**config.mk**
```make
export PLATFORM = sky130hd
export DESIGN_NAME = indent_aware_lexer_unit
export DESIGN_NICKNAME = d
export VERILOG_FILES = /design/src/rtl/ial_pkg.sv /design/src/rtl/ial_cell.sv /design/src/rtl/ial_stack.sv /design/src/rtl/ial_fifo.sv /design/src/rtl/indent_aware_lexer_unit.sv
export SDC_FILE = /design/constraint.sdc
export NUM_CORES = 1
export LEC_CHECK = 0
export BUFFER_PORTS_ARGS = -buffer_cell sky130_fd_sc_hd__buf_4
export CAP_MARGIN = 10
export CORE_MARGIN = 10
export CORE_UTILIZATION = 45
export DETAILED_ROUTE_END_ITERATION = 6
export GPL_TIMING_DRIVEN = 0
export SETUP_SLACK_MARGIN = 0.3
export SYNTH_ARGS = -nofsm -noshare
export SYNTH_HDL_FRONTEND = slang
export SYNTH_SLANG_ARGS = --single-unit
```
**constraint.sdc**
```tcl
create_clock -name clk -period 15.1 [get_ports clk]
set_input_delay 2.265 -clock clk [delete_from_list [all_inputs] [get_ports clk]]
set_output_delay 2.265 -clock clk [all_outputs]
set_load 0.05 [all_outputs]
```
**src/rtl/ial_pkg.sv**
```systemverilog
`timescale 1ns / 1ps
// ----------------------------------------------------------------------------
// Indentation lexer package
// Token codes, character codes, keyword table and shared types.
// ----------------------------------------------------------------------------
package ial_pkg;

  localparam int STACK_DEPTH_DEF   = 16;
  localparam int POSITION_BITS_DEF = 16;
  localparam int INDENT_BITS_DEF   = 8;
  localparam int OUT_FIFO_DEPTH    = 4;
  localparam int KW_COUNT          = 12;

  localparam logic [5:0] K_ERROR   = 6'd0;
  localparam logic [5:0] K_IF      = 6'd1;
  localparam logic [5:0] K_ID      = 6'd13;
  localparam logic [5:0] K_NUMBER  = 6'd14;
  localparam logic [5:0] K_STRING  = 6'd15;
  localparam logic [5:0] K_GT      = 6'd16;
  localparam logic [5:0] K_GE      = 6'd17;
  localparam logic [5:0] K_LT      = 6'd18;
  localparam logic [5:0] K_LE      = 6'd19;
  localparam logic [5:0] K_MINUS   = 6'd20;
  localparam logic [5:0] K_ARROW   = 6'd21;
  localparam logic [5:0] K_ASSIGN  = 6'd22;
  localparam logic [5:0] K_EQ      = 6'd23;
  localparam logic [5:0] K_NEQ     = 6'd24;
  localparam logic [5:0] K_PLUS    = 6'd25;
  localparam logic [5:0] K_MUL     = 6'd26;
  localparam logic [5:0] K_DIV     = 6'd27;
  localparam logic [5:0] K_MOD     = 6'd28;
  localparam logic [5:0] K_LPAR    = 6'd29;
  localparam logic [5:0] K_RPAR    = 6'd30;
  localparam logic [5:0] K_LBR     = 6'd31;
  localparam logic [5:0] K_RBR     = 6'd32;
  localparam logic [5:0] K_COMMA   = 6'd33;
  localparam logic [5:0] K_COLON   = 6'd34;
  localparam logic [5:0] K_EOF     = 6'd35;
  localparam logic [5:0] K_NEWLINE = 6'd36;
  localparam logic [5:0] K_INDENT  = 6'd37;
  localparam logic [5:0] K_DEDENT  = 6'd38;

  localparam logic [2:0] E_NONE      = 3'd0;
  localparam logic [2:0] E_BAD_CHAR  = 3'd1;
  localparam logic [2:0] E_TAB       = 3'd2;
  localparam logic [2:0] E_FIRST_IND = 3'd3;
  localparam logic [2:0] E_MISALIGN  = 3'd4;
  localparam logic [2:0] E_STR_NL    = 3'd5;
  localparam logic [2:0] E_BANG      = 3'd6;
  localparam logic [2:0] E_OVERFLOW  = 3'd7;

  localparam logic [7:0] CH_NUL    = 8'h00;
  localparam logic [7:0] CH_TAB    = 8'h09;
  localparam logic [7:0] CH_LF     = 8'h0A;
  localparam logic [7:0] CH_VT     = 8'h0B;
  localparam logic [7:0] CH_FF     = 8'h0C;
  localparam logic [7:0] CH_CR     = 8'h0D;
  localparam logic [7:0] CH_SPACE  = 8'h20;
  localparam logic [7:0] CH_BANG   = 8'h21;
  localparam logic [7:0] CH_QUOTE  = 8'h22;
  localparam logic [7:0] CH_HASH   = 8'h23;
  localparam logic [7:0] CH_PCT    = 8'h25;
  localparam logic [7:0] CH_LPAR   = 8'h28;
  localparam logic [7:0] CH_RPAR   = 8'h29;
  localparam logic [7:0] CH_STAR   = 8'h2A;
  localparam logic [7:0] CH_PLUS   = 8'h2B;
  localparam logic [7:0] CH_COMMA  = 8'h2C;
  localparam logic [7:0] CH_MINUS  = 8'h2D;
  localparam logic [7:0] CH_SLASH  = 8'h2F;
  localparam logic [7:0] CH_COLON  = 8'h3A;
  localparam logic [7:0] CH_LT     = 8'h3C;
  localparam logic [7:0] CH_EQ     = 8'h3D;
  localparam logic [7:0] CH_GT     = 8'h3E;
  localparam logic [7:0] CH_LBR    = 8'h5B;
  localparam logic [7:0] CH_BSLASH = 8'h5C;
  localparam logic [7:0] CH_RBR    = 8'h5D;

  // keyword bytes, first byte in the low octet
  localparam logic [47:0] KW_PAT [KW_COUNT] = '{
    48'h000000006669, 48'h000065736c65, 48'h000066696c65, 48'h00656c696877,
    48'h000000666564, 48'h6e7275746572, 48'h000000646e61, 48'h00000000726f,
    48'h000000746f6e, 48'h000000746e69, 48'h0000006d756e, 48'h000000727473
  };
  localparam logic [2:0] KW_LEN [KW_COUNT] = '{
    3'd2, 3'd4, 3'd4, 3'd5, 3'd3, 3'd6, 3'd3, 3'd2, 3'd3, 3'd3, 3'd3, 3'd3
  };

  typedef enum logic [7:0] {
    M_LINE    = 8'b0000_0001,
    M_MID     = 8'b0000_0010,
    M_NUM1    = 8'b0000_0100,
    M_NUM2    = 8'b0000_1000,
    M_ID      = 8'b0001_0000,
    M_STR     = 8'b0010_0000,
    M_OP      = 8'b0100_0000,
    M_COMMENT = 8'b1000_0000
  } lex_mode_t;

  typedef enum logic [3:0] {
    S_IDLE = 4'b0001,
    S_EXAM = 4'b0010,
    S_POP  = 4'b0100,
    S_FIN  = 4'b1000
  } ctl_state_t;

  typedef struct packed {
    logic [5:0]  kind;
    logic [15:0] start;
    logic [11:0] len;
    logic [15:0] line;
    logic [4:0]  dcnt;
    logic [2:0]  err;
    logic        last;
  } tok_t;

  typedef struct packed {
    logic push;
    logic pop;
    logic clr;
  } stk_op_t;

  function automatic logic is_digit(input logic [7:0] c);
    return (c >= 8'h30) && (c <= 8'h39);
  endfunction

  function automatic logic is_alpha(input logic [7:0] c);
    return ((c >= 8'h61) && (c <= 8'h7A)) || ((c >= 8'h41) && (c <= 8'h5A)) ||
           (c == 8'h5F);
  endfunction

  function automatic logic [5:0] keyword_kind(input logic [47:0] win,
                                              input logic [11:0] len);
    logic [5:0] kind;
    kind = K_ID;
    for (int i = 0; i < KW_COUNT; i++) begin
      if ((len == {9'd0, KW_LEN[i]}) && (win == KW_PAT[i])) begin
        kind = K_IF + 6'(i);
      end
    end
    return kind;
  endfunction

  function automatic tok_t mk_tok(input logic [5:0] kind, input logic [15:0] start,
                                  input logic [11:0] len, input logic [15:0] line,
                                  input logic [4:0] dcnt, input logic [2:0] err);
    tok_t t;
    t.kind  = kind;
    t.start = start;
    t.len   = len;
    t.line  = line;
    t.dcnt  = dcnt;
    t.err   = err;
    t.last  = 1'b0;
    return t;
  endfunction

endpackage

```
**src/rtl/ial_cell.sv**
```systemverilog
`timescale 1ns / 1ps
// ----------------------------------------------------------------------------
// Indentation stack cell
// Holds one indentation width; shifts towards the top or the bottom.
// ----------------------------------------------------------------------------
module ial_cell #(
  parameter int INDENT_BITS = ial_pkg::INDENT_BITS_DEF
) (
  input  logic                   clk,
  input  logic                   rst_n,
  input  ial_pkg::stk_op_t       op,
  input  logic [INDENT_BITS-1:0] from_above,
  input  logic [INDENT_BITS-1:0] from_below,
  output logic [INDENT_BITS-1:0] val
);

  logic [INDENT_BITS-1:0] val_r;
  logic [INDENT_BITS-1:0] val_nxt;

  always_comb begin
    priority if (op.clr) begin
      val_nxt = '0;
    end else if (op.push) begin
      val_nxt = from_above;
    end else if (op.pop) begin
      val_nxt = from_below;
    end else begin
      val_nxt = val_r;
    end
  end

  always_ff @(posedge clk) begin
    if (!rst_n) begin
      val_r <= '0;
    end else begin
      val_r <= val_nxt;
    end
  end

  assign val = val_r;

endmodule

```
**src/rtl/ial_stack.sv**
```systemverilog
`timescale 1ns / 1ps
// ----------------------------------------------------------------------------
// Indentation stack
// Row of cells, top of stack in cell 0, with the level counter.
// ----------------------------------------------------------------------------
module ial_stack #(
  parameter int STACK_DEPTH = ial_pkg::STACK_DEPTH_DEF,
  parameter int INDENT_BITS = ial_pkg::INDENT_BITS_DEF,
  localparam int LVL_W      = $clog2(STACK_DEPTH)
) (
  input  logic                   clk,
  input  logic                   rst_n,
  input  ial_pkg::stk_op_t       op,
  input  logic [INDENT_BITS-1:0] push_val,
  output logic [INDENT_BITS-1:0] top,
  output logic [LVL_W-1:0]       level
);

  logic [INDENT_BITS-1:0] vals [STACK_DEPTH];
  logic [LVL_W-1:0]       level_r;
  logic [LVL_W-1:0]       level_nxt;

  for (genvar i = 0; i < STACK_DEPTH; i++) begin : g_cell
    logic [INDENT_BITS-1:0] above;
    logic [INDENT_BITS-1:0] below;
    if (i == 0) begin : g_head
      assign above = push_val;
    end else begin : g_body
      assign above = vals[i-1];
    end
    if (i == STACK_DEPTH - 1) begin : g_tail
      assign below = '0;
    end else begin : g_inner
      assign below = vals[i+1];
    end
    ial_cell #(.INDENT_BITS(INDENT_BITS)) u_cell (
      .clk        (clk),
      .rst_n      (rst_n),
      .op         (op),
      .from_above (above),
      .from_below (below),
      .val        (vals[i])
    );
  end

  always_comb begin
    priority if (op.clr) begin
      level_nxt = '0;
    end else if (op.push) begin
      level_nxt = level_r + LVL_W'(1);
    end else if (op.pop) begin
      level_nxt = level_r - LVL_W'(1);
    end else begin
      level_nxt = level_r;
    end
  end

  always_ff @(posedge clk) begin
    if (!rst_n) begin
      level_r <= '0;
    end else begin
      level_r <= level_nxt;
    end
  end

  assign top   = vals[0];
  assign level = level_r;

endmodule

```
**src/rtl/ial_fifo.sv**
```systemverilog
`timescale 1ns / 1ps
// ----------------------------------------------------------------------------
// Token output queue
// Small queue between the lexer core and the result channel.
// ----------------------------------------------------------------------------
module ial_fifo #(
  parameter int DEPTH  = ial_pkg::OUT_FIFO_DEPTH,
  localparam int PW    = $clog2(DEPTH),
  localparam int CW    = $clog2(DEPTH + 1)
) (
  input  logic          clk,
  input  logic          rst_n,
  input  logic          wr_en,
  input  ial_pkg::tok_t wr_data,
  output logic          rd_valid,
  output ial_pkg::tok_t rd_data,
  input  logic          rd_stall,
  output logic [CW-1:0] count
);

  ial_pkg::tok_t mem_r [DEPTH];
  logic [PW-1:0] wr_ptr_r;
  logic [PW-1:0] rd_ptr_r;
  logic [CW-1:0] count_r;
  logic          rd_en;

  assign rd_valid = (count_r != '0);
  assign rd_en    = rd_valid && !rd_stall;
  assign rd_data  = mem_r[rd_ptr_r];
  assign count    = count_r;

  always_ff @(posedge clk) begin
    if (wr_en) begin
      mem_r[wr_ptr_r] <= wr_data;
    end
  end

  always_ff @(posedge clk) begin
    if (!rst_n) begin
      wr_ptr_r <= '0;
      rd_ptr_r <= '0;
      count_r  <= '0;
    end else begin
      if (wr_en) begin
        wr_ptr_r <= (wr_ptr_r == PW'(DEPTH - 1)) ? '0 : wr_ptr_r + PW'(1);
      end
      if (rd_en) begin
        rd_ptr_r <= (rd_ptr_r == PW'(DEPTH - 1)) ? '0 : rd_ptr_r + PW'(1);
      end
      count_r <= count_r + CW'(wr_en) - CW'(rd_en);
    end
  end

endmodule

```
**src/rtl/indent_aware_lexer_unit.sv**
```systemverilog
`timescale 1ns / 1ps
// ----------------------------------------------------------------------------
// Indentation-aware lexer
// One source byte per transfer in, zero to two tokens per byte out.
// ----------------------------------------------------------------------------
//  channel | ports                                   | direction
//  in      | in_valid, in_stall, in_ch               | byte in
//  out     | out_valid, out_stall, out_token_kind .. | token out
//
//  A byte is accepted and then examined, and examined again when it needs a
//  second look; a line start that is not deeper adds a stack compare and a pop
//  step per level popped, and a byte that gives two tokens adds a hand-off.
//  Reset is synchronous, active low; it empties the stack and clears errors.
//  Tokens wait in a four-entry queue; a byte is taken only with two free.
//  After an error token, bytes are counted and give nothing until reset.
// ----------------------------------------------------------------------------
module indent_aware_lexer_unit #(
  parameter int STACK_DEPTH   = ial_pkg::STACK_DEPTH_DEF,
  parameter int POSITION_BITS = ial_pkg::POSITION_BITS_DEF,
  parameter int INDENT_BITS   = ial_pkg::INDENT_BITS_DEF
) (
  input  logic        clk,
  input  logic        rst_n,
  input  logic        in_valid,
  output logic        in_stall,
  input  logic [7:0]  in_ch,
  output logic        out_valid,
  input  logic        out_stall,
  output logic [5:0]  out_token_kind,
  output logic [15:0] out_text_start,
  output logic [11:0] out_text_len,
  output logic [15:0] out_line_no,
  output logic [4:0]  out_dedent_count,
  output logic [2:0]  out_error_code,
  output logic        out_last
);

  localparam int LVL_W = $clog2(STACK_DEPTH);
  localparam int CW    = $clog2(ial_pkg::OUT_FIFO_DEPTH + 1);

  ial_pkg::ctl_state_t state_r, state_nxt;
  ial_pkg::lex_mode_t  mode_r, mode_nxt;
  logic                     pass_r, pass_nxt;
  logic [7:0]               ch_r;
  logic [POSITION_BITS-1:0] pos_r;
  logic [POSITION_BITS-1:0] spos_r;
  logic [5:0]               pend_r, pend_nxt;
  logic [POSITION_BITS-1:0] begin_r, begin_nxt;
  logic [11:0]              len_r, len_nxt, len_inc;
  logic [47:0]              kw_r, kw_nxt;
  logic [INDENT_BITS-1:0]   space_r, space_nxt;
  logic                     first_r, first_nxt;
  logic [15:0]              line_r, line_nxt;
  logic                     err_r, err_nxt;
  logic [LVL_W-1:0]         n_r, n_nxt;
  ial_pkg::tok_t            tokq_r, tokq_nxt;
  logic                     tokq_v_r, tokq_v_nxt;

  ial_pkg::tok_t            nt;
  ial_pkg::tok_t            wr_tok;
  logic                     nt_v, again, go_pop, fin, wr_en, in_acc;
  ial_pkg::stk_op_t         stk_op;
  logic [INDENT_BITS-1:0]   top_w;
  logic [LVL_W-1:0]         level_w;
  logic [CW-1:0]            fifo_cnt;
  ial_pkg::tok_t            rd_tok;
  logic [31:0]              pos_ext, begin_ext, n_ext, lvl_ext;
  logic [15:0]              pos16, begin16;
  logic [5:0]               kw_kind;

  assign pos_ext   = 32'(pos_r);
  assign begin_ext = 32'(begin_r);
  assign n_ext     = 32'(n_r);
  assign lvl_ext   = 32'(level_w);
  assign pos16     = pos_ext[15:0];
  assign begin16   = begin_ext[15:0];
  assign len_inc   = (len_r == 12'hFFF) ? len_r : len_r + 12'd1;
  assign kw_kind   = (len_r > 12'd6) ? ial_pkg::K_ID : ial_pkg::keyword_kind(kw_r, len_r);

  assign in_stall = !((state_r == ial_pkg::S_IDLE) &&
                      (fifo_cnt <= CW'(ial_pkg::OUT_FIFO_DEPTH - 2)));
  assign in_acc   = in_valid && !in_stall;

  ial_stack #(.STACK_DEPTH(STACK_DEPTH), .INDENT_BITS(INDENT_BITS)) u_stack (
    .clk      (clk),
    .rst_n    (rst_n),
    .op       (stk_op),
    .push_val (space_r),
    .top      (top_w),
    .level    (level_w)
  );

  // examine the held byte in the current mode, or pop and compare the stack
  always_comb begin
    nt        = ial_pkg::mk_tok(ial_pkg::K_ERROR, pos16, 12'd0, line_r, 5'd0,
                                ial_pkg::E_NONE);
    nt_v      = 1'b0;
    again     = 1'b0;
    go_pop    = 1'b0;
    stk_op    = '0;
    mode_nxt  = mode_r;
    pend_nxt  = pend_r;
    begin_nxt = begin_r;
    len_nxt   = len_r;
    kw_nxt    = kw_r;
    space_nxt = space_r;
    line_nxt  = line_r;
    err_nxt   = err_r;
    n_nxt     = n_r;

    if (state_r == ial_pkg::S_EXAM) begin
      unique case (mode_r)
        ial_pkg::M_LINE: begin
          if (ch_r == ial_pkg::CH_SPACE) begin
            if (space_r != '1) begin
              space_nxt = space_r + INDENT_BITS'(1);
            end
          end else begin
            mode_nxt = ial_pkg::M_MID;
            priority if ((ch_r == ial_pkg::CH_HASH) || (ch_r == ial_pkg::CH_LF) ||
                         (ch_r == ial_pkg::CH_CR)) begin
              again = 1'b1;
            end else if (ch_r == ial_pkg::CH_TAB) begin
              nt_v = 1'b1;
              nt.err = ial_pkg::E_TAB;
              err_nxt = 1'b1;
            end else if (first_r && (space_r != '0)) begin
              nt_v = 1'b1;
              nt.err = ial_pkg::E_FIRST_IND;
              err_nxt = 1'b1;
            end else if (space_r > top_w) begin
              if (level_w == LVL_W'(STACK_DEPTH - 1)) begin
                nt_v = 1'b1;
                nt.err = ial_pkg::E_OVERFLOW;
                err_nxt = 1'b1;
              end else begin
                stk_op.push = 1'b1;
                nt_v = 1'b1;
                nt.kind = ial_pkg::K_INDENT;
                again = 1'b1;
              end
            end else begin
              go_pop = 1'b1;
              n_nxt  = '0;
            end
          end
        end
        ial_pkg::M_MID: begin
          priority if (ial_pkg::is_digit(ch_r)) begin
            mode_nxt = ial_pkg::M_NUM1;
            pend_nxt = ial_pkg::K_NUMBER;
            begin_nxt = pos_r;
            len_nxt = 12'd1;
          end else if (ial_pkg::is_alpha(ch_r)) begin
            mode_nxt = ial_pkg::M_ID;
            pend_nxt = ial_pkg::K_ID;
            begin_nxt = pos_r;
            len_nxt = 12'd1;
            kw_nxt = {40'd0, ch_r};
          end else begin
            case (ch_r)
              ial_pkg::CH_SPACE, ial_pkg::CH_TAB, ial_pkg::CH_CR,
              ial_pkg::CH_VT, ial_pkg::CH_FF: begin
              end
              ial_pkg::CH_GT, ial_pkg::CH_LT, ial_pkg::CH_MINUS,
              ial_pkg::CH_EQ, ial_pkg::CH_BANG, ial_pkg::CH_QUOTE: begin
                mode_nxt = (ch_r == ial_pkg::CH_QUOTE) ? ial_pkg::M_STR : ial_pkg::M_OP;
                begin_nxt = pos_r;
                len_nxt = 12'd1;
                unique case (ch_r)
                  ial_pkg::CH_GT:    pend_nxt = ial_pkg::K_GT;
                  ial_pkg::CH_LT:    pend_nxt = ial_pkg::K_LT;
                  ial_pkg::CH_MINUS: pend_nxt = ial_pkg::K_MINUS;
                  ial_pkg::CH_EQ:    pend_nxt = ial_pkg::K_ASSIGN;
                  ial_pkg::CH_BANG:  pend_nxt = ial_pkg::K_NEQ;
                  default:           pend_nxt = ial_pkg::K_STRING;
                endcase
              end
              ial_pkg::CH_HASH: mode_nxt = ial_pkg::M_COMMENT;
              ial_pkg::CH_PLUS: begin nt_v = 1'b1; nt.kind = ial_pkg::K_PLUS; end
              ial_pkg::CH_STAR: begin nt_v = 1'b1; nt.kind = ial_pkg::K_MUL; end
              ial_pkg::CH_SLASH: begin nt_v = 1'b1; nt.kind = ial_pkg::K_DIV; end
              ial_pkg::CH_PCT: begin nt_v = 1'b1; nt.kind = ial_pkg::K_MOD; end
              ial_pkg::CH_LPAR: begin nt_v = 1'b1; nt.kind = ial_pkg::K_LPAR; end
              ial_pkg::CH_RPAR: begin nt_v = 1'b1; nt.kind = ial_pkg::K_RPAR; end
              ial_pkg::CH_LBR: begin nt_v = 1'b1; nt.kind = ial_pkg::K_LBR; end
              ial_pkg::CH_RBR: begin nt_v = 1'b1; nt.kind = ial_pkg::K_RBR; end
              ial_pkg::CH_COMMA: begin nt_v = 1'b1; nt.kind = ial_pkg::K_COMMA; end
              ial_pkg::CH_COLON: begin nt_v = 1'b1; nt.kind = ial_pkg::K_COLON; end
              ial_pkg::CH_NUL: begin
                stk_op.clr = 1'b1;
                nt_v = 1'b1;
                nt.kind = ial_pkg::K_EOF;
                nt.dcnt = lvl_ext[4:0];
              end
              ial_pkg::CH_LF: begin
                nt_v = 1'b1;
                nt.kind = ial_pkg::K_NEWLINE;
                line_nxt = (line_r == 16'hFFFF) ? line_r : line_r + 16'd1;
                mode_nxt = ial_pkg::M_LINE;
                space_nxt = '0;
              end
              default: begin
                nt_v = 1'b1;
                nt.err = ial_pkg::E_BAD_CHAR;
                err_nxt = 1'b1;
              end
            endcase
          end
        end
        ial_pkg::M_NUM1, ial_pkg::M_NUM2: begin
          if (ial_pkg::is_digit(ch_r) ||
              ((ch_r == ial_pkg::CH_BSLASH) && (mode_r == ial_pkg::M_NUM1))) begin
            if (ch_r == ial_pkg::CH_BSLASH) begin
              mode_nxt = ial_pkg::M_NUM2;
            end
            len_nxt = len_inc;
          end else begin
            nt_v = 1'b1;
            nt = ial_pkg::mk_tok(ial_pkg::K_NUMBER, begin16, len_r, line_r, 5'd0,
                                 ial_pkg::E_NONE);
            mode_nxt = ial_pkg::M_MID;
            again = 1'b1;
          end
        end
        ial_pkg::M_ID: begin
          if (ial_pkg::is_alpha(ch_r) || ial_pkg::is_digit(ch_r)) begin
            if (len_r < 12'd6) begin
              kw_nxt[len_r[2:0]*8 +: 8] = ch_r;
            end
            len_nxt = len_inc;
          end else begin
            nt_v = 1'b1;
            nt = ial_pkg::mk_tok(kw_kind, begin16,
                                 (kw_kind == ial_pkg::K_ID) ? len_r : 12'd0, line_r,
                                 5'd0, ial_pkg::E_NONE);
            mode_nxt = ial_pkg::M_MID;
            again = 1'b1;
          end
        end
        ial_pkg::M_STR: begin
          if (ch_r == ial_pkg::CH_LF) begin
            nt_v = 1'b1;
            nt.err = ial_pkg::E_STR_NL;
            err_nxt = 1'b1;
          end else begin
            len_nxt = len_inc;
            if (ch_r == ial_pkg::CH_QUOTE) begin
              nt_v = 1'b1;
              nt = ial_pkg::mk_tok(ial_pkg::K_STRING, begin16, len_inc, line_r, 5'd0,
                                   ial_pkg::E_NONE);
              mode_nxt = ial_pkg::M_MID;
            end
          end
        end
        ial_pkg::M_OP: begin
          mode_nxt = ial_pkg::M_MID;
          nt_v = 1'b1;
          nt.start = begin16;
          priority if ((pend_r == ial_pkg::K_MINUS) && (ch_r == ial_pkg::CH_GT)) begin
            nt.kind = ial_pkg::K_ARROW;
          end else if ((pend_r != ial_pkg::K_MINUS) && (ch_r == ial_pkg::CH_EQ)) begin
            priority if (pend_r == ial_pkg::K_GT) begin
              nt.kind = ial_pkg::K_GE;
            end else if (pend_r == ial_pkg::K_LT) begin
              nt.kind = ial_pkg::K_LE;
            end else if (pend_r == ial_pkg::K_ASSIGN) begin
              nt.kind = ial_pkg::K_EQ;
            end else begin
              nt.kind = ial_pkg::K_NEQ;
            end
          end else if (pend_r == ial_pkg::K_NEQ) begin
            // the byte after a lone bang goes with the error
            nt.start = pos16;
            nt.err = ial_pkg::E_BANG;
            err_nxt = 1'b1;
          end else begin
            nt.kind = pend_r;
            again = 1'b1;
          end
        end
        ial_pkg::M_COMMENT: begin
          if (ch_r == ial_pkg::CH_LF) begin
            nt_v = 1'b1;
            nt.kind = ial_pkg::K_NEWLINE;
            line_nxt = (line_r == 16'hFFFF) ? line_r : line_r + 16'd1;
            mode_nxt = ial_pkg::M_LINE;
            space_nxt = '0;
          end else if (ch_r == ial_pkg::CH_NUL) begin
            stk_op.clr = 1'b1;
            nt_v = 1'b1;
            nt.kind = ial_pkg::K_EOF;
            nt.dcnt = lvl_ext[4:0];
            mode_nxt = ial_pkg::M_MID;
          end
        end
        default: begin
          mode_nxt = ial_pkg::M_MID;
          again = 1'b1;
        end
      endcase
    end else if (state_r == ial_pkg::S_POP) begin
      // pop one level a cycle while the top is deeper than the line
      priority if ((level_w != '0) && (top_w > space_r)) begin
        stk_op.pop = 1'b1;
        n_nxt = n_r + LVL_W'(1);
      end else if (top_w < space_r) begin
        nt_v = 1'b1;
        nt.err = ial_pkg::E_MISALIGN;
        err_nxt = 1'b1;
      end else if (n_r != '0) begin
        nt_v = 1'b1;
        nt.kind = ial_pkg::K_DEDENT;
        nt.dcnt = n_ext[4:0];
      end else begin
      end
    end

    first_nxt = first_r;
    if (nt_v && (nt.kind != ial_pkg::K_NEWLINE) && (nt.kind != ial_pkg::K_DEDENT)) begin
      first_nxt = 1'b0;
    end
  end

  // sequencing and token hand-off
  always_comb begin
    state_nxt  = state_r;
    pass_nxt   = pass_r;
    fin        = 1'b0;
    wr_en      = 1'b0;
    wr_tok     = tokq_r;
    tokq_nxt   = tokq_r;
    tokq_v_nxt = tokq_v_r;

    unique case (state_r)
      ial_pkg::S_IDLE: begin
        if (in_acc && !err_r) begin
          state_nxt = ial_pkg::S_EXAM;
          pass_nxt  = 1'b0;
        end
      end
      ial_pkg::S_EXAM: begin
        if (go_pop) begin
          state_nxt = ial_pkg::S_POP;
        end else if (again && !pass_r) begin
          pass_nxt = 1'b1;
        end else begin
          fin = 1'b1;
        end
      end
      ial_pkg::S_POP: begin
        if (!stk_op.pop) begin
          if (err_nxt) begin
            fin = 1'b1;
          end else begin
            state_nxt = ial_pkg::S_EXAM;
            pass_nxt  = 1'b1;
          end
        end
      end
      ial_pkg::S_FIN: begin
        wr_en      = 1'b1;
        wr_tok     = tokq_r;
        wr_tok.last = 1'b1;
        tokq_v_nxt = 1'b0;
        state_nxt  = ial_pkg::S_IDLE;
      end
      default: state_nxt = ial_pkg::S_IDLE;
    endcase

    if ((state_r == ial_pkg::S_EXAM) || (state_r == ial_pkg::S_POP)) begin
      if (fin) begin
        state_nxt = ial_pkg::S_IDLE;
      end
      priority if (nt_v && tokq_v_r) begin
        // hand the older token on, hold the new one
        wr_en    = 1'b1;
        wr_tok   = tokq_r;
        tokq_nxt = nt;
        if (fin) begin
          state_nxt = ial_pkg::S_FIN;
        end
      end else if (nt_v) begin
        if (fin) begin
          wr_en       = 1'b1;
          wr_tok      = nt;
          wr_tok.last = 1'b1;
        end else begin
          tokq_nxt   = nt;
          tokq_v_nxt = 1'b1;
        end
      end else if (fin && tokq_v_r) begin
        wr_en       = 1'b1;
        wr_tok      = tokq_r;
        wr_tok.last = 1'b1;
        tokq_v_nxt  = 1'b0;
      end else begin
      end
    end
  end

  always_ff @(posedge clk) begin
    if (!rst_n) begin
      state_r  <= ial_pkg::S_IDLE;
      mode_r   <= ial_pkg::M_LINE;
      pass_r   <= 1'b0;
      spos_r   <= '0;
      pend_r   <= '0;
      begin_r  <= '0;
      len_r    <= '0;
      kw_r     <= '0;
      space_r  <= '0;
      first_r  <= 1'b1;
      line_r   <= 16'd1;
      err_r    <= 1'b0;
      n_r      <= '0;
      tokq_v_r <= 1'b0;
    end else begin
      state_r  <= state_nxt;
      mode_r   <= mode_nxt;
      pass_r   <= pass_nxt;
      pend_r   <= pend_nxt;
      begin_r  <= begin_nxt;
      len_r    <= len_nxt;
      kw_r     <= kw_nxt;
      space_r  <= space_nxt;
      first_r  <= first_nxt;
      line_r   <= line_nxt;
      err_r    <= err_nxt;
      n_r      <= n_nxt;
      tokq_v_r <= tokq_v_nxt;
      if (in_acc) begin
        spos_r <= spos_r + POSITION_BITS'(1);
      end
    end
  end

  always_ff @(posedge clk) begin
    tokq_r <= tokq_nxt;
    if (in_acc) begin
      ch_r  <= in_ch;
      pos_r <= spos_r;
    end
  end

  ial_fifo #(.DEPTH(ial_pkg::OUT_FIFO_DEPTH)) u_fifo (
    .clk      (clk),
    .rst_n    (rst_n),
    .wr_en    (wr_en),
    .wr_data  (wr_tok),
    .rd_valid (out_valid),
    .rd_data  (rd_tok),
    .rd_stall (out_stall),
    .count    (fifo_cnt)
  );

  assign out_token_kind   = rd_tok.kind;
  assign out_text_start   = rd_tok.start;
  assign out_text_len     = rd_tok.len;
  assign out_line_no      = rd_tok.line;
  assign out_dedent_count = rd_tok.dcnt;
  assign out_error_code   = rd_tok.err;
  assign out_last         = rd_tok.last;

endmodule

```
==> out/qor.yml <==
seq_area_mm2: 0.0150
antennaDiodeCount: 0
tns_ns: 0
hold_path_class: "flop to flop"
syn_nets: 2517
grt_max_degree: 34
viasPerCell: 5.74
pin_count: 73
endpoint: "out_token_kind[3]"
yosysSeqAreaShare: 0.560
routed_wl_um: 70100
yosys.area.top_type_share: 0.350
ys_ff_latch: 595
crit_fanout: 10
grtUsageTotal: 0.195
async_flop_share: 0
rows: 89
antenna_found_initial: 1
final_max_slew_viol_count: 0
power.total_mw: 3.83
drc_errors: 0
postPlaceCellArea_mm2: 0.0285
setup_violations: 0
fin_ws_ns: 9.01
hold_buffers: 0
first_pass_iters: 5
synthTopCellsByArea: "edfxtp_1 35%, dfxtp_1 21%, mux4_2 4.9%, nand2_1 4.4%, nor2_1 4.0%"
cts_resized: 0
port_buffers: 71
dp_hpwl_um: 49500
switching_share: 0.268
yosysWarnings: 0
netlist_area_mm2: 0.0269
postCtsSetupBuffers: 0
postLayoutCellArea_mm2: 0.0306
syn_to_final_growth_pct: 13.8
cts.sinks: 595
status: "finished, final reports clean"
core_mm2: 0.0591
combPwrFrac: 0.141
path_class: "flop to output port"
avgSynthCellArea_um2: 10.9
place_worst_setup_slack_ns: 9.47
synth_edf_count: 313
cp.arrival_ns: 3.83
cts_buffer_depth: 3
vias: 19719
grt_pass1_wl_um: 110000
max_freq_ghz: 0.164
clock-root-buffer: "clkbuf_16"
clock_latency_ns: 0.65
p_int_mw: 2.80
grt_pass1_vias: 18923
cts_tree: "built"
power_frac_clock: 0.403
layout.nets: 2657
yosys-top-cells-count: "317 x nand2_1, 313 x edfxtp_1, 289 x nor2_1"
synth.distinct_cells: 91
relSlewSlack: 0.133
dieWidth_um: 264
cts_buffers: 61
rrSetupSlack_ns: 10.28
leakage_nw: 10.6
critical_path_required_ns: 12.84
cp-end-kind: "output port"
switchingPower_mw: 1.03
maxCapViolations: 0
grt_overflow: 0
gp_congestion: 0.906
drive_above_1_share: 0.139
initial_core_util: 0.455
synth_ff_type: "edfxtp_1"
dieHeight_um: 264
rsz0062_at_grt: "no"
cp-start-kind: "flop"
path_clk_slew_ns: 0.07
n_fill_cell: 5173
wl_per_cell_um: 20.4
powerDensity_mw_per_mm2: 125
die-area_mm2: 0.0699
h-tree-depth: 2
syn_inst: 2474
fin_skew_ns: 0.0461
seqPwrFrac: 0.456
ir_worst_vdd_uv: 120
multi_input_area_mm2: 0.0111
drtAntennaViolNets: 0
fin_crit_ns: 6.09
fin_crit_sh: 0.403
hold_viol: 0
synth_largest_area_cell: "edfxtp_1"
r2r-end: "u_fifo.count[2]$_SDFF_PN0_"
reg2regPathDepth: 17
drtIter0Drc: 1732
synth_most_common_cell: "nand2_1"
worst_slew_pin_slew_ns: 1.28
r2r_start: "ch_r[6]$_DFFE_PP_"
==> metrics by stage <==
stage	util	hold slack [ns]	std cells
6_report	0.517	0.459	3437
5_1_grt	0.517	0.472	3437
4_1_cts	0.517	0.459	3437
3_5_place_dp	0.482	0.443	3324
3_3_place_gp	0.480	0.437	3318
2_1_floorplan	-	0.429	2474
==> placed cells by master (no fill, tap or decap), types with 37 or more instances in the layout <==
master	n
nand2_1	317
clkbuf_1	123
nand3_1	168
nor2_1	287
a22oi_1	55
clkbuf_16	61
inv_1	37
buf_4	74
mux2_4	52
dfxtp_1	282
and3_1	37
o21ai_0	152
a21oi_1	85
mux4_2	58
edfxtp_1	313
==> area by class of cell <==
type	instances	share of cell area
Multi-Input combinational cell	1694	0.362
Tap cell	773	0.0316
Buffer	148	0.0210
Inverter	37	0.00454
Sequential cell	595	0.492
Timing Repair Buffer	77	0.0209
Clock buffer	83	0.0559
Clock inverter	30	0.0119
==> power by group through the flow <==
stage / logic [mW] / registers [mW] / clock network (mW)
2_1_floorplan: 0.381 / 1.78 / 0
5_1_grt: 0.576 / 1.75 / 1.64
3_3_place_gp: 0.540 / 1.78 / 0
3_5_place_dp: 0.544 / 1.78 / 0
4_1_cts: 0.546 / 1.75 / 1.58
6_report: 0.538 / 1.75 / 1.54
==> state kept, by name, summed over array words and instances (netlist names), 4 cells and up, named ones only <==
name,flops
space_r,8
ch_r,8
line_r,16
u_stack.g_cell.u_cell.val,128
mode_r,8
spos_r,16
kw_r,48
u_fifo.mem_r,232
pos16,16
state_r,4
pend_r,5
begin16,16
tokq_r,57
len_r,12
n_r,4
u_stack.level,4
==> worst min-delay path by stage <==
stage	start	endpoint	slack, ns	cells past startpoint
6_report	spos_r[15]$_SDFFE_PN0P_	pos16[15]$_DFFE_PP_	0.46	0
5_1_grt	spos_r[15]$_SDFFE_PN0P_	pos16[15]$_DFFE_PP_	0.47	0
4_1_cts	spos_r[15]$_SDFFE_PN0P_	pos16[15]$_DFFE_PP_	0.46	0
3_5_place_dp	spos_r[15]$_SDFFE_PN0P_	pos16[15]$_DFFE_PP_	0.44	0
3_3_place_gp	spos_r[15]$_SDFFE_PN0P_	pos16[15]$_DFFE_PP_	0.44	0
2_1_floorplan	spos_r[15]$_SDFFE_PN0P_	pos16[15]$_DFFE_PP_	0.43	0
==> cells by family after synthesis <==
kind of cell,after synthesis,share of synthesized area
XOR/XNOR,38,0.0124
AO/OA/AOI/OAI,400,0.0938
multiplexers,160,0.0971
flip-flops,595,0.560
other,1,0.000139
adder cells (fa/ha/maj),31,0.0150
AND/OR/NAND/NOR,1064,0.193
buffers and inverters,185,0.0291
==> critical path, cell delays in order (launching register included) <==
cell and delay [ns]:
dfxtp_1 0.31, clkbuf_1 0.33, buf_1 0.84, buf_1 0.81, mux4_2 0.67, buf_4 0.22
==> metal layers <==
metal	global-route usage	wire length (µm)	up-vias	share of wire
met5	0	0	-	0
met1	0.266	31800	9729	0.45
li1	-	-	9380	-
met3	0.0277	3720	89	0.053
met2	0.324	33400	521	0.48
met4	0.0455	1180	0	0.017
Power figures use the tool's default switching activity.
